$ cat config.mk
export PLATFORM = sky130hd
export DESIGN_NAME = htd_cell
export DESIGN_NICKNAME = d
export VERILOG_FILES = /design/src/hdl/huffman_table_decoder_core_defines.svh /design/src/hdl/htd_pkg.sv /design/src/hdl/htd_cell.sv
export SDC_FILE = /design/constraint.sdc
export NUM_CORES = 1
export LEC_CHECK = 0
export ABC_AREA = 1
export BUFFER_PORTS_ARGS = -buffer_cell sky130_fd_sc_hd__buf_2
export CAP_MARGIN = 40
export CORE_MARGIN = 5
export CORE_UTILIZATION = 43
export CTS_CLUSTER_DIAMETER = 30
export DETAILED_ROUTE_END_ITERATION = 10
export MAX_ROUTING_LAYER = met4
export PLACE_DENSITY = 0.81
export SLEW_MARGIN = 30
export SYNTH_ARGS = -nofsm -noshare
export SYNTH_HDL_FRONTEND = slang
export SYNTH_SLANG_ARGS = --single-unit
$ cat constraint.sdc
create_clock -name aclk -period 14 [get_ports aclk]
set_input_delay 4.2 -clock aclk [delete_from_list [all_inputs] [get_ports aclk]]
set_output_delay 4.2 -clock aclk [all_outputs]
set_load 0.005 [all_outputs]
$ cat src/hdl/huffman_table_decoder_core_defines.svh
// assertion macros used by the decoder core rtl
`ifndef HUFFMAN_TABLE_DECODER_CORE_DEFINES_SVH
`define HUFFMAN_TABLE_DECODER_CORE_DEFINES_SVH

`ifndef SYNTHESIS
// property that must hold in the same cycle
`define HTD_ASSERT(label, prop, msg) \
    label: assert property (@(posedge aclk) disable iff (!aresetn) (prop)) else $error(msg);
// consequence that must hold in the cycle after the condition
`define HTD_ASSERT_NEXT(label, cond, prop, msg) \
    label: assert property (@(posedge aclk) disable iff (!aresetn) (cond) |=> (prop)) \
        else $error(msg);
`else
`define HTD_ASSERT(label, prop, msg)
`define HTD_ASSERT_NEXT(label, cond, prop, msg)
`endif

`endif

$ cat src/hdl/htd_pkg.sv
`timescale 1ns / 1ps

package htd_pkg;

    // input word field offsets in s_tdata, lowest bit up
    localparam int IDX_LSB  = 0;
    localparam int SYM_LSB  = 8;
    localparam int LEN_LSB  = 16;
    localparam int CODE_LSB = 22;
    localparam int BIT_LSB  = 54;
    localparam int IN_DATA_W = 56;

    // op codes carried in s_tuser
    localparam logic OP_LOAD   = 1'b0;
    localparam logic OP_DECODE = 1'b1;

    typedef enum logic [1:0] {
        ST_IDLE,
        ST_SEARCH,
        ST_EMIT
    } htd_state_t;

    // table write broadcast to every cell
    typedef struct packed {
        logic        en;
        logic [7:0]  index;
        logic [7:0]  sym;
        logic [5:0]  len;
        logic [31:0] code;
    } htd_load_t;

    // search wave handed from cell to cell
    typedef struct packed {
        logic       hit;
        logic [7:0] sym;
    } htd_link_t;

endpackage

$ cat src/hdl/htd_cell.sv
`timescale 1ns / 1ps

module htd_cell #(
    parameter int INDEX = 0,
    parameter int CW    = 32,
    parameter int PLW   = 6
) (
    input  logic               aclk,
    input  logic               aresetn,
    input  htd_pkg::htd_load_t load,
    input  logic [8:0]         entry_count,
    input  logic [CW-1:0]      prefix,
    input  logic [CW-1:0]      mask,
    input  logic [PLW-1:0]     plen,
    input  htd_pkg::htd_link_t link_in,
    output htd_pkg::htd_link_t link_out
);
    import htd_pkg::*;

    localparam int CMPW = (PLW > 6) ? PLW : 6;

    logic [7:0]  sym_reg;
    logic [5:0]  len_reg;
    logic [31:0] code_reg;
    htd_link_t   link_reg;
    htd_link_t   link_next;
    logic        active;
    logic        match;

    // table entry held by this cell
    always_ff @(posedge aclk) begin
        if (load.en && load.index == 8'(INDEX)) begin
            sym_reg  <= load.sym;
            len_reg  <= load.len;
            code_reg <= load.code;
        end
    end

    // compare against the current prefix, earlier hit wins
    always_comb begin
        active = entry_count > 9'(INDEX);
        match  = active && (CMPW'(len_reg) == CMPW'(plen))
                 && ((CW'(code_reg) & mask) == prefix);
        link_next = link_in;
        if (!link_in.hit && match) begin
            link_next.hit = 1'b1;
            link_next.sym = sym_reg;
        end
    end

    // wave register toward the next cell
    always_ff @(posedge aclk) begin
        if (!aresetn) begin
            link_reg <= '0;
        end else begin
            link_reg <= link_next;
        end
    end

    assign link_out = link_reg;

endmodule

==> summary.md <==
| Metric | Value |
|---|---|
| Initial Utilization | 43.5% |
| Layout net count | 630 |
| DR vias | 2532 |
| Storage cell area | 1560 µm² |
| Tmin final | 5.41 ns |
| Register area share after synthesis | 57.6% |
| Post-DP HPWL | 5540 µm |
| Pre-CTS setup slack | 8.26 ns |
| Number of max-cap violations | 0 |
| Most common cell after layout, fill and taps aside | buf_2 |
| CTS Buffer Depth | 2 |
| M1 GR Usage | 17.1% |
| Global-route wire length before repair | 9960 µm |
| Syn Inst Count | 325 |
| # Post-CTS Setup Buffers | 0 |
| Cts repair resizes | 0 |
| Gr usage total | 16.7% |
| Setup violators final | 0 |
| Sum of negative setup slack | 0 ns |
| Syn nets | 470 |
| Area of the multi-input gates | 933 µm² |
| Die W | 89.4 µm |
| Hold Buf Count CTS | 0 |
| Yosys top cell area share | 50.9% |
| Status | finished, final reports clean |
| Category of the most critical setup path | primary input to flip-flop |
| Slowest stage delay, CP | 0.53 ns |
| Drt pass-1 iters | 4 |
| Critical Path RT | 13.98 ns |
| Max reg flops | 32 |
| PnR worst setup slack | 8.59 ns |
| Worst Tran Pin Value | 0.314 ns |
| IO Pins | 154 |
| Largest fanout on the critical path | 24 |
| Routability cong. | 0.759 |
| Largest net degree at the start of global routing | 25 |
| Fin. max-slew vios | 0 |
| Relative slew slack | 79.1% |
| Gr busiest metal | met2 |
| Yosys reg bits | 55 |
| Total die area | 8000 µm² |
| Yosys warnings | 0 |
| Fillcell total | 597 |
| Post-synthesis cell area | 2710 µm² |
| Arrival @ worst endpoint | 5.39 ns |
| Post-route insts no fill | 564 |
| PnR Total Power | 0.000303 W |
| Final WL | 6480 µm |
| DRC violations left | 0 |
| PD cells | 82.8 nW/µm² |
| Post-Syn Area per Cell | 8.35 µm² |
| Top cells by area, synth | edfxtp_1 (51%), nand2_1 (19%), inv_1 (7.3%) |
| CTS H-tree depth | 2 |
| Clk_skew | 0.00477 ns |
| Total CTS buffers | 5 |
| VDD IR max | 50.2 µV |
| Root buffer cell | clkbuf_8 |
| Wirelength per Cell | 11.5 µm |
| Worst setup EP type | flip-flop |
| GR Util met3 | 4.42% |
| Cell accounting for the most synthesized area | edfxtp_1 |
| Synth cell types | 23 |
| Share of cells above drive strength 1 | 35.6% |
| Area grow syn2layout | 35.0% |
| Worst-path clk slew | 0.09 ns |
| GR Util met2 | 31.0% |
| Core ar. | 6240 µm² |
| Util after Layout | 58.7% |
| Most frequent cells in the layout | buf_2 (153), nand2_1 (134), inv_1 (53), edfxtp_1 (46), nor2_1 (30) |
| Number of global-route vias before repair | 2521 |
| Rows | 29 |
| Gr ovfl total | 0 |
| HP Class | flip-flop to flip-flop |
| Slowest cell on the critical path | or4_1 |
| CTS tree | done |
| Leakage power | 1.96 nW |
| Post-route ant nets | 0 |
| Later-pin clock latency in the skew report | 0.30 ns |
| Clock Sink Count | 55 |
| Port Buffers | 153 |
| Placed insts | 555 |
| Fmax | 185 MHz |
| Vias/cell | 4.49 |
| Chip height | 89.4 µm |
| Period utilization | 38.6% |
| Hold Fails Final Rpt | 0 |
| RSZ-0062 raised after global routing | no |
| DR iter-0 viols | 93 |
| Startpoint Class | primary input |
| Initial antenna violation count | 1 |
| Crit-path cells | buf_2 > or4_1 > nor4_2 > buf_4 |
==> cell usage after synthesis (all sizes together) <==
cell type  instances
nor4               1
nor3               1
dfxtp              9
nor2              35
or4                1
xor2               1
xnor2              2
nand2            137
inv               53
a21boi             1
nand3b             1
nand4              2
edfxtp            46
nand3             28
buf                1
or2                3
o21ai              2
clkbuf             1
==> routing by layer <==
metal / wire (µm) / up-vias
met3: 635 / 12
met4: 103 / 0
met1: 2380 / 1090
met2: 3360 / 100
met5: 0 / -
li1: - / 1330
==> final timing paths <==
kind	slack [ns]	cells past startpoint	to	from
worst min-delay path	0.48	2	link_out[3]$_SDFF_PN0_	sym_reg[3]$_DFFE_PP_
worst max-delay path	8.59	4	code_reg[31]$_DFFE_PP_	load[49]
worst min register to register	0.48	2	link_out[3]$_SDFF_PN0_	sym_reg[3]$_DFFE_PP_
worst max register to register	12.41	11	link_out[2]$_SDFF_PN0_	code_reg[1]$_DFFE_PP_
==> report_power, final <==
| part | internal [W] | leakage (nW) | total [W] | switching [W] |
|---|---|---|---|---|
| registers | 0.000178 | 0.488 | 0.000179 | 0.000000435 |
| logic | 0.0000217 | 1.43 | 0.0000392 | 0.0000175 |
| clock network | 0.0000350 | 0.0418 | 0.0000851 | 0.0000501 |
==> area by class of cell <==
class | count | share of cell area (%)
clock inverters | 3 | 0.547
clock buffers | 5 | 1.88
inverters | 53 | 5.43
repair buffers | 155 | 21.3
diodes | 1 | 0.0683
well taps | 77 | 2.63
multi-input cells | 215 | 25.5
flip-flops and latches | 55 | 42.6
==> kinds of logic (layout without fill, tap and decap cells) <==
| family | after synthesis | in the layout | synth area share (%) |
|---|---|---|---|
| xor+xnor | 3 | 3 | 0.969 |
| flops | 55 | 55 | 57.6 |
| compound gates | 3 | 3 | 0.646 |
| other cells | 0 | 1 | 0 |
| buf+inv | 55 | 216 | 8.26 |
| simple gates | 209 | 209 | 32.6 |
==> critical path, delay by kind of cell <==
family,cells,cell delay [ns]
simple gates,2,0.72
buf+inv,2,0.45
==> through the flow <==
step	hold slack (ns)	cell area, µm²
after floorplan	0.447	2710
after global placement	0.454	3570
after detailed placement	0.459	3570
after CTS	0.484	3660
after global routing	0.502	3660
final	0.480	3660
(Power assumes the default switching activity.)
